File: config.mk
export PLATFORM = sky130hd
export DESIGN_NAME = srpt_job_scheduler
export DESIGN_NICKNAME = d
export VERILOG_FILES = /design/src/sv/srpt_pkg.sv /design/src/sv/srpt_alu.sv /design/src/sv/srpt_table.sv /design/src/sv/srpt_job_scheduler.sv
export VERILOG_INCLUDE_DIRS = /design/src /design/src/sv
export SDC_FILE = /design/constraint.sdc
export NUM_CORES = 2
export LEC_CHECK = 0
export BUFFER_PORTS_ARGS = -buffer_cell sky130_fd_sc_hd__buf_2
export CORE_MARGIN = 5
export CORE_UTILIZATION = 52
export CTS_CLUSTER_SIZE = 16
export DETAILED_ROUTE_END_ITERATION = 7
export PLACE_DENSITY = 0.71
export RECOVER_POWER = 100
export SLEW_MARGIN = 20
export SYNTH_ARGS = -nofsm -noshare
export SYNTH_HDL_FRONTEND = slang
export SYNTH_HIERARCHICAL = 1
export SYNTH_SLANG_ARGS = --single-unit
File: constraint.sdc
create_clock -name clk -period 10.54 [get_ports clk]
set_clock_uncertainty 0.2 [all_clocks]
set_input_delay 1.581 -clock clk [delete_from_list [all_inputs] [get_ports clk]]
set_output_delay 1.581 -clock clk [all_outputs]
set_load 0.01 [all_outputs]
File: src/sv/assert_macros.svh
// Assertion macros shared by the scheduler RTL.
`ifndef ASSERT_MACROS_SVH
`define ASSERT_MACROS_SVH
`ifndef ASSERT_OFF
// A condition that must hold at every clock edge out of reset.
`define CHK_ALWAYS(lbl, expr) \
  lbl: assert property (@(posedge clk) disable iff (rst) (expr)) \
    else $error("srpt scheduler check failed");
// A consequence that must hold in the same cycle.
`define CHK_SAME(lbl, ante, cons) \
  lbl: assert property (@(posedge clk) disable iff (rst) (ante) |-> (cons)) \
    else $error("srpt scheduler check failed");
// A consequence that must hold in the following cycle.
`define CHK_NEXT(lbl, ante, cons) \
  lbl: assert property (@(posedge clk) disable iff (rst) (ante) |=> (cons)) \
    else $error("srpt scheduler check failed");
`else
`define CHK_ALWAYS(lbl, expr)
`define CHK_SAME(lbl, ante, cons)
`define CHK_NEXT(lbl, ante, cons)
`endif
`endif

File: src/sv/srpt_pkg.sv
// Shared types, widths and codes for the shortest-remaining-time scheduler.
`timescale 1ns / 1ps
`default_nettype none
package srpt_pkg;

  localparam int MAX_JOBS_DEF = 16;
  localparam int ID_W         = 16;
  localparam int TIME_W       = 32;

  // Request kinds.
  localparam logic REQ_ARRIVE   = 1'b0;
  localparam logic REQ_COMPLETE = 1'b1;

  // Operations of the shared arithmetic unit.
  localparam logic ALU_ADD = 1'b0;
  localparam logic ALU_SUB = 1'b1;

  typedef struct packed {
    logic              req_type;
    logic [ID_W-1:0]   job_id;
    logic [TIME_W-1:0] job_length;
    logic [TIME_W-1:0] now_time;
  } req_t;

  typedef struct packed {
    logic              done_valid;
    logic [ID_W-1:0]   done_id;
    logic              cancel_prior;
    logic              sched_valid;
    logic [TIME_W-1:0] sched_time;
    logic              running_valid;
    logic [ID_W-1:0]   running_id;
    logic              table_full;
  } rsp_t;

  // Write and clear commands from the sequencer to the job table.
  typedef struct packed {
    logic              wr_en;
    logic              clr_en;
    logic [ID_W-1:0]   id;
    logic [TIME_W-1:0] rem;
  } tbl_ctl_t;

endpackage
`default_nettype wire

File: src/sv/srpt_alu.sv
// Shared 32-bit add/subtract unit with borrow out, used for every time computation.
`timescale 1ns / 1ps
`default_nettype none
module srpt_alu import srpt_pkg::*; (
  input  logic              op,
  input  logic [TIME_W-1:0] a,
  input  logic [TIME_W-1:0] b,
  output logic [TIME_W-1:0] res,
  output logic              borrow
);

  logic [TIME_W:0] wide;

  // One extra bit carries the borrow of a subtraction.
  always_comb begin
    unique case (op)
      ALU_ADD: wide = {1'b0, a} + {1'b0, b};
      ALU_SUB: wide = {1'b0, a} - {1'b0, b};
      default: wide = '0;
    endcase
  end

  assign res    = wide[TIME_W-1:0];
  assign borrow = wide[TIME_W] & (op == ALU_SUB);

endmodule
`default_nettype wire

File: src/sv/srpt_table.sv
// Job table: id and remaining-time memories plus per-slot valid flags.
`timescale 1ns / 1ps
`default_nettype none
module srpt_table import srpt_pkg::*; #(
  parameter int MAX_JOBS = MAX_JOBS_DEF,
  localparam int SLOT_W  = $clog2(MAX_JOBS)
) (
  input  logic              clk,
  input  logic              rst,
  input  tbl_ctl_t          ctl,
  input  logic [SLOT_W-1:0] ctl_slot,
  input  logic [SLOT_W-1:0] rd_slot,
  output logic [ID_W-1:0]   rd_id,
  output logic [TIME_W-1:0] rd_rem,
  output logic              rd_vld,
  output logic [MAX_JOBS-1:0] valid_bits
);

  logic [ID_W-1:0]   id_mem  [MAX_JOBS];
  logic [TIME_W-1:0] rem_mem [MAX_JOBS];

  // One write port and one registered read port.
  always_ff @(posedge clk) begin
    if (ctl.wr_en) begin
      id_mem[ctl_slot]  <= ctl.id;
      rem_mem[ctl_slot] <= ctl.rem;
    end
    rd_id  <= id_mem[rd_slot];
    rd_rem <= rem_mem[rd_slot];
  end

  // Valid flags live in flip-flops so reset empties the table at once.
  always_ff @(posedge clk) begin
    if (rst) begin
      valid_bits <= '0;
      rd_vld     <= 1'b0;
    end else begin
      if (ctl.wr_en) begin
        valid_bits[ctl_slot] <= 1'b1;
      end
      if (ctl.clr_en) begin
        valid_bits[ctl_slot] <= 1'b0;
      end
      rd_vld <= valid_bits[rd_slot];
    end
  end

endmodule
`default_nettype wire

File: src/sv/srpt_job_scheduler.sv
// Top level of the preemptive shortest-remaining-time job scheduler.
// Usage:
//   A request on req_data is either a job arrival (id, length, time) or a
//   completion event for the running job. It is taken at a clock edge with
//   req_valid high and req_stall low. Each request yields exactly one response
//   on rsp_data, presented with rsp_valid and taken when rsp_stall is low.
// Sequence (from the cycle in which the request is taken up to the edge
// that loads the output register; the next request is taken right after):
//   Requests are handled one at a time. A full-table arrival or a completion
//   on an empty table goes straight to the output state. The first job passes
//   through ST_A_FIRST, a completion that empties the table through ST_C_START.
//   Other arrivals search the valid flags for the lowest free slot, one slot
//   per cycle, then use the shared adder three or four times. A completion
//   that leaves jobs behind scans the job table through its single read port,
//   one entry per cycle.
// Reset (rst, synchronous) empties the table and clears all control state.
// A response that is stalled stays in the output register; the next request
// is accepted meanwhile, and its response waits until the register frees.
`timescale 1ns / 1ps
`default_nettype none
`include "assert_macros.svh"
module srpt_job_scheduler import srpt_pkg::*; #(
  parameter int MAX_JOBS = MAX_JOBS_DEF
) (
  input  logic clk,
  input  logic rst,
  input  logic req_valid,
  output logic req_stall,
  input  req_t req_data,
  output logic rsp_valid,
  input  logic rsp_stall,
  output rsp_t rsp_data
);

  localparam int SLOT_W = $clog2(MAX_JOBS);
  localparam int CNT_W  = $clog2(MAX_JOBS + 1);
  localparam logic [SLOT_W-1:0] LAST_SLOT = SLOT_W'(MAX_JOBS - 1);
  localparam logic [CNT_W-1:0]  FULL_CNT  = CNT_W'(MAX_JOBS);

  localparam logic [3:0] ST_IDLE     = 4'd0;
  localparam logic [3:0] ST_A_FIRST  = 4'd1;
  localparam logic [3:0] ST_A_FREE   = 4'd2;
  localparam logic [3:0] ST_A_ELAP   = 4'd3;
  localparam logic [3:0] ST_A_CHARGE = 4'd4;
  localparam logic [3:0] ST_A_CMP    = 4'd5;
  localparam logic [3:0] ST_A_SCHED  = 4'd6;
  localparam logic [3:0] ST_C_START  = 4'd7;
  localparam logic [3:0] ST_C_SCAN   = 4'd8;
  localparam logic [3:0] ST_C_LAST   = 4'd9;
  localparam logic [3:0] ST_C_SCHED  = 4'd10;
  localparam logic [3:0] ST_PUSH     = 4'd11;

  logic [3:0]        state;
  req_t              cur;
  rsp_t              res;
  rsp_t              full_rsp;
  logic [CNT_W-1:0]  job_count;
  logic [SLOT_W-1:0] running_slot;
  logic [TIME_W-1:0] start_time;
  logic [ID_W-1:0]   run_id;
  logic [TIME_W-1:0] run_rem;
  logic [TIME_W-1:0] elapsed;
  logic [SLOT_W-1:0] idx;
  logic              pend;
  logic [SLOT_W-1:0] pend_slot;
  logic              found;
  logic [SLOT_W-1:0] best_slot;
  logic [TIME_W-1:0] best_rem;
  logic [ID_W-1:0]   best_id;

  logic              alu_op;
  logic [TIME_W-1:0] alu_a;
  logic [TIME_W-1:0] alu_b;
  logic [TIME_W-1:0] alu_res;
  logic              alu_borrow;
  logic [TIME_W-1:0] charged;
  logic              take;

  tbl_ctl_t          ctl;
  logic [SLOT_W-1:0] ctl_slot;
  logic [ID_W-1:0]   rd_id;
  logic [TIME_W-1:0] rd_rem;
  logic              rd_vld;
  logic [MAX_JOBS-1:0] valid_bits;

  assign req_stall = (state != ST_IDLE);

  // Operand selection for the shared add/subtract unit.
  always_comb begin
    alu_op = ALU_SUB;
    alu_a  = cur.now_time;
    alu_b  = start_time;
    unique case (state) inside
      ST_A_FIRST, ST_A_SCHED: begin
        alu_op = ALU_ADD;
        alu_a  = cur.now_time;
        alu_b  = cur.job_length;
      end
      ST_A_CHARGE: begin
        alu_a = run_rem;
        alu_b = elapsed;
      end
      ST_A_CMP: begin
        alu_a = cur.job_length;
        alu_b = run_rem;
      end
      ST_C_SCAN, ST_C_LAST: begin
        alu_a = rd_rem;
        alu_b = best_rem;
      end
      ST_C_SCHED: begin
        alu_op = ALU_ADD;
        alu_a  = cur.now_time;
        alu_b  = best_rem;
      end
      default: begin
        alu_op = ALU_SUB;
      end
    endcase
  end

  srpt_alu u_alu (
    .op     (alu_op),
    .a      (alu_a),
    .b      (alu_b),
    .res    (alu_res),
    .borrow (alu_borrow)
  );

  // Charged remaining time saturates at zero.
  assign charged = alu_borrow ? '0 : alu_res;

  // A scanned entry wins on smaller remaining time, then on smaller id.
  assign take = pend && rd_vld &&
                (!found || alu_borrow || ((alu_res == '0) && (rd_id < best_id)));

  // Response for an arrival that finds the table full.
  always_comb begin
    full_rsp               = '0;
    full_rsp.table_full    = 1'b1;
    full_rsp.running_valid = 1'b1;
    full_rsp.running_id    = run_id;
  end

  // Table writes and clears issued by the sequencer.
  always_comb begin
    ctl      = '0;
    ctl_slot = running_slot;
    unique case (state)
      ST_A_FIRST: begin
        ctl.wr_en = 1'b1;
        ctl.id    = cur.job_id;
        ctl.rem   = cur.job_length;
        ctl_slot  = '0;
      end
      ST_A_CHARGE: begin
        ctl.wr_en = 1'b1;
        ctl.id    = run_id;
        ctl.rem   = charged;
      end
      ST_A_CMP: begin
        ctl.wr_en = 1'b1;
        ctl.id    = cur.job_id;
        ctl.rem   = cur.job_length;
        ctl_slot  = idx;
      end
      ST_C_START: begin
        ctl.clr_en = 1'b1;
      end
      default: begin
        ctl = '0;
      end
    endcase
  end

  srpt_table #(.MAX_JOBS(MAX_JOBS)) u_table (
    .clk        (clk),
    .rst        (rst),
    .ctl        (ctl),
    .ctl_slot   (ctl_slot),
    .rd_slot    (idx),
    .rd_id      (rd_id),
    .rd_rem     (rd_rem),
    .rd_vld     (rd_vld),
    .valid_bits (valid_bits)
  );

  // Response valid: set when a response is loaded, cleared once it is taken.
  always_ff @(posedge clk) begin
    if (rst) begin
      rsp_valid <= 1'b0;
    end else if ((state == ST_PUSH) && (!rsp_valid || !rsp_stall)) begin
      rsp_valid <= 1'b1;
    end else if (rsp_valid && !rsp_stall) begin
      rsp_valid <= 1'b0;
    end
  end

  // Sequencer and scheduler state.
  always_ff @(posedge clk) begin
    if (rst) begin
      state        <= ST_IDLE;
      job_count    <= '0;
      running_slot <= '0;
      start_time   <= '0;
      pend         <= 1'b0;
      found        <= 1'b0;
      idx          <= '0;
    end else begin
      unique case (state)
        ST_IDLE: begin
          if (req_valid) begin
            cur <= req_data;
            idx <= '0;
            if ((req_data.req_type == REQ_ARRIVE) && (job_count == FULL_CNT)) begin
              res <= full_rsp;
            end else begin
              res <= '0;
            end
            if (req_data.req_type == REQ_ARRIVE) begin
              if (job_count == '0) begin
                state <= ST_A_FIRST;
              end else if (job_count == FULL_CNT) begin
                state <= ST_PUSH;
              end else begin
                state <= ST_A_FREE;
              end
            end else if (job_count == '0) begin
              state <= ST_PUSH;
            end else begin
              state <= ST_C_START;
            end
          end
        end
        ST_A_FIRST: begin
          job_count         <= CNT_W'(1);
          running_slot      <= '0;
          start_time        <= cur.now_time;
          run_rem           <= cur.job_length;
          run_id            <= cur.job_id;
          res.sched_valid   <= 1'b1;
          res.sched_time    <= alu_res;
          res.running_valid <= 1'b1;
          res.running_id    <= cur.job_id;
          state             <= ST_PUSH;
        end
        ST_A_FREE: begin
          if (!valid_bits[idx]) begin
            state <= ST_A_ELAP;
          end else begin
            idx <= idx + 1'b1;
          end
        end
        ST_A_ELAP: begin
          elapsed <= alu_res;
          state   <= ST_A_CHARGE;
        end
        ST_A_CHARGE: begin
          run_rem    <= charged;
          start_time <= cur.now_time;
          state      <= ST_A_CMP;
        end
        ST_A_CMP: begin
          job_count         <= job_count + 1'b1;
          res.running_valid <= 1'b1;
          if (alu_borrow) begin
            running_slot     <= idx;
            run_rem          <= cur.job_length;
            run_id           <= cur.job_id;
            res.cancel_prior <= 1'b1;
            res.running_id   <= cur.job_id;
            state            <= ST_A_SCHED;
          end else begin
            res.running_id <= run_id;
            state          <= ST_PUSH;
          end
        end
        ST_A_SCHED: begin
          res.sched_valid <= 1'b1;
          res.sched_time  <= alu_res;
          state           <= ST_PUSH;
        end
        ST_C_START: begin
          res.done_valid <= 1'b1;
          res.done_id    <= run_id;
          job_count      <= job_count - 1'b1;
          idx            <= '0;
          found          <= 1'b0;
          pend           <= 1'b0;
          if (job_count == CNT_W'(1)) begin
            state <= ST_PUSH;
          end else begin
            state <= ST_C_SCAN;
          end
        end
        ST_C_SCAN: begin
          pend      <= 1'b1;
          pend_slot <= idx;
          if (take) begin
            found     <= 1'b1;
            best_slot <= pend_slot;
            best_rem  <= rd_rem;
            best_id   <= rd_id;
          end
          if (idx == LAST_SLOT) begin
            state <= ST_C_LAST;
          end else begin
            idx <= idx + 1'b1;
          end
        end
        ST_C_LAST: begin
          pend <= 1'b0;
          if (take) begin
            found     <= 1'b1;
            best_slot <= pend_slot;
            best_rem  <= rd_rem;
            best_id   <= rd_id;
          end
          state <= ST_C_SCHED;
        end
        ST_C_SCHED: begin
          running_slot      <= best_slot;
          start_time        <= cur.now_time;
          run_rem           <= best_rem;
          run_id            <= best_id;
          res.sched_valid   <= 1'b1;
          res.sched_time    <= alu_res;
          res.running_valid <= 1'b1;
          res.running_id    <= best_id;
          state             <= ST_PUSH;
        end
        ST_PUSH: begin
          if (!rsp_valid || !rsp_stall) begin
            rsp_data <= res;
            state    <= ST_IDLE;
          end
        end
        default: begin
          state <= ST_IDLE;
        end
      endcase
    end
  end

  // Consistency checks on the job count, the table, the request handshake and the response.
  `CHK_ALWAYS(a_count_bound, job_count <= FULL_CNT)
  `CHK_SAME(a_count_flags, state == ST_IDLE, $countones(valid_bits) == int'(job_count))
  `CHK_NEXT(a_busy_after_req, req_valid && !req_stall, state != ST_IDLE)
  `CHK_SAME(a_sched_runs, rsp_valid && rsp_data.sched_valid, rsp_data.running_valid)

endmodule
`default_nettype wire

==> results.py <==
metrics = {
    "yosys": {
        "synth-edff-count": 1122,
        "yosys_warnings": 6,
        "synth_fa_ha_area_share_pct": 1.360,
        "ys.flop_type": "edfxtp_1",
        "synth_compound_area_share_pct": 8.882,
        "synthCells": 2985,
        "ys_async_sr_fraction_pct": 0,
        "synth_xor_area_share_pct": 1.064,
        "synth_area_mm2": 0.05022,
        "ys_seq_area_share_pct": 71.76,
        "synth_seq_cells": 1239,
        "yosys-mux-area-fraction_pct": 9.308,
        "syn_area_per_cell_um2": 16.82,
        "synth_cell_types": 85,
        "syn_nets": 3124,
        "synth_top_area_share_pct": 67.09,
        "yosysTopAreaCell": "edfxtp_1",
        "synth_simple_gate_area_share_pct": 5.703,
        "netlist_top_cells_area": "edfxtp_1 67%, mux4_2 8.7%, dfxtp_1 4.7%",
        "synth_top_family_by_area": "multiplexers",
    },
    "place": {
        "dp_hpwl_um": 76680,
        "portBuffers": 155,
        "dpl_cell_area_mm2": 0.05255,
        "place_congestion": 0.9198,
    },
    "die": {
        "die-area_mm2": 0.1029,
        "num_rows": 114,
        "initial_core_util_pct": 52.16,
        "ioPinCount": 156,
        "die_h_um": 320.8,
        "design.core.area_mm2": 0.09628,
        "die_w_um": 320.8,
    },
    "clocking": {
        "ctsHoldBuffers": 0,
        "root_buffer": "clkbuf_16",
        "clk_latency_ps": 700,
        "cts_setup_buffers": 0,
        "clk_pin_slew_worst_paths_ps": 60,
        "h-tree-depth": 3,
        "cts_buffers": 117,
        "clock_path_buffers": 3,
        "cts.sinks": 1239,
        "cts_resized": 0,
        "tritoncts": "done",
    },
    "pwr": {
        "p_leak_nw": 18.90,
        "vdd.ir_drop.worst_v": 0.0002636,
        "cellPowerDensity_mw_per_mm2": 325.7,
        "power_mw": 18.28,
    },
    "run_status": {
        "violations": "max-capacitance violations, max-slew violations",
        "outcome": "finished with violations",
    },
    "worst_hold_path": {
        "hp-class": "register to register",
        "min_from": "res[43]",
    },
    "worst_setup_path": {
        "cp-startpoint": "state[3]",
        "crit_type": "register to register",
        "worstPathMaxFanout": 32,
        "critPathCaptureType": "register",
        "cp.arrival_ps": 9480,
        "reg2reg_from": "state[3]",
        "worstPathRequired_ps": 10620,
        "start_kind": "register",
    },
    "finish": {
        "stdcell_area_mm2": 0.05612,
        "drive_gt1_share_pct": 15.97,
        "fin_nets": 3296,
        "area_delta_synth_final_pct": 11.75,
        "utilization_pct": 58.29,
    },
    "timing": {
        "setup_violations": 0,
        "hold_viol_final": 0,
        "fmax_mhz": 106.4,
        "maxSlewViolCount": 1385,
        "rsz0062_at_grt": "no",
        "period_share_pct": 89.19,
        "tightestPinTransition_ps": 4330,
        "finalSetupTns_ps": 0,
        "timing.slew.headroom_pct": -188.6,
        "fin_crit_ps": 9401,
    },
    "global_routing": {
        "grt_pass1_vias": 28600,
        "antenna_found_initial": 2,
        "track_usage_pct": 24.44,
        "grt_overflow": 0,
        "grt_first_pass_wirelength_um": 188000,
        "grt_max_degree": 75,
    },
    "run": {
        "maxCapViolations": 32,
    },
    "routing": {
        "ant_nets": 0,
        "drt_pass1_iterations": 6,
        "viasPerCell": 6.385,
        "routed_wl_um": 127900,
        "drt_iter0_markers": 3845,
        "drc": 0,
        "vias": 29010,
        "wl_per_cell_um": 28.15,
    },
}
stage by stage:
stage,cells,setup WS (ps),hold WS [ps]
3_5_place_dp,4314,1756,204.5
4_1_cts,4538,1780,211.6
5_1_grt,4538,658.1,226.4
6_report,4543,1139,217.5
3_3_place_gp,4314,1871,201.7
2_1_floorplan,2985,491.7,199.5
final timing paths:
kind / end / slack [ps] / cells past startpoint
worst max-delay path: run_rem[14] / 1140 / 24
worst min-delay path: rsp_data[43] / 220 / 0
worst max register to register: run_rem[14] / 1140 / 24
worst min register to register: rsp_data[43] / 220 / 0
power by group:
part	internal (mW)	switching (mW)
Combinational	2.41	4.62
Clock	2.52	1.81
Sequential	6.55	0.377
per-layer routing:
layer | wire (um) | track usage, %
met1 | 52140 | 35.86
met3 | 13400 | 5.572
met5 | 0 | 0
met4 | 3392 | 7.007
met2 | 58970 | 37.38
cell type report:
class                   instances  area [um^2]
well taps                    1276         1597
multi-input cells            1535        13260
inverters                      37        138.9
repair buffers                227         1065
diodes                          5        12.51
clock buffers                 145         3143
clock inverters                79        872.1
fillers                      7141        40160
flip-flops and latches       1239        36030
critical path, cell delays in order, from the launching register on:
cell and delay [ps]:
dfxtp_1 870, nand2b_1 390, or2_1 160, buf_4 240, inv_1 530, a22oi_1 430
nand2_1 90, a221o_1 310, or4_1 540, or3_1 400, or2_0 290, or2_0 330
nor4_1 230, nor2_1 80, xnor2_1 210, ha_1 350, a21o_1 190, a21oi_1 150
o21ai_0 190, a311oi_1 480, o31a_1 230, buf_4 380, or3_1 170, a21oi_1 80
nor2_2 1410
cells by family after synthesis:
kind of cell | Yosys count
flops | 1239
compound gates | 577
fa+ha+maj | 54
mux | 221
buf+inv | 211
simple gates | 622
xor+xnor | 61
cell usage in the layout, fill, tap and decap left out, types with 28 or more instances in the layout:
cell type and n:
a21o_1 45, mux4_2 194, nor2b_1 45, o21ai_0 46, nand3_1 28, inv_1 37, a22o_1 101, dfxtp_1 117
buf_2 75, nor2_1 94, a222oi_1 33, a21oi_1 102, nand2_1 319, edfxtp_1 1122, a22oi_1 68, nor3_1 28
clkbuf_16 117, xnor2_1 47, ha_1 53, a221o_1 96, clkbuf_1 141
synthesized netlist by cell type, drive strengths merged, types with 53 or more instances:
master / number
dfxtp: 117
nand2: 319
a22oi: 68
nor2: 110
a21oi: 104
edfxtp: 1122
clkbuf: 106
a221o: 96
ha: 53
a22o: 101
mux4: 196
buf: 67
flip-flops by register name, indices dropped and copies added (netlist names), 5 cells and up:
| register | count |
|---|---|
| job_count | 5 |
| start_time | 32 |
| u_table/valid_bits | 16 |
| best_rem | 32 |
| elapsed | 32 |
| rsp_data | 69 |
| best_id | 16 |
| run_rem | 32 |
| run_id | 16 |
| res | 69 |
| u_table/rd_rem | 32 |
| cur | 80 |
| u_table/rd_id | 16 |
| u_table/id_mem | 256 |
| u_table/rem_mem | 512 |
(Power assumes the default switching activity.)
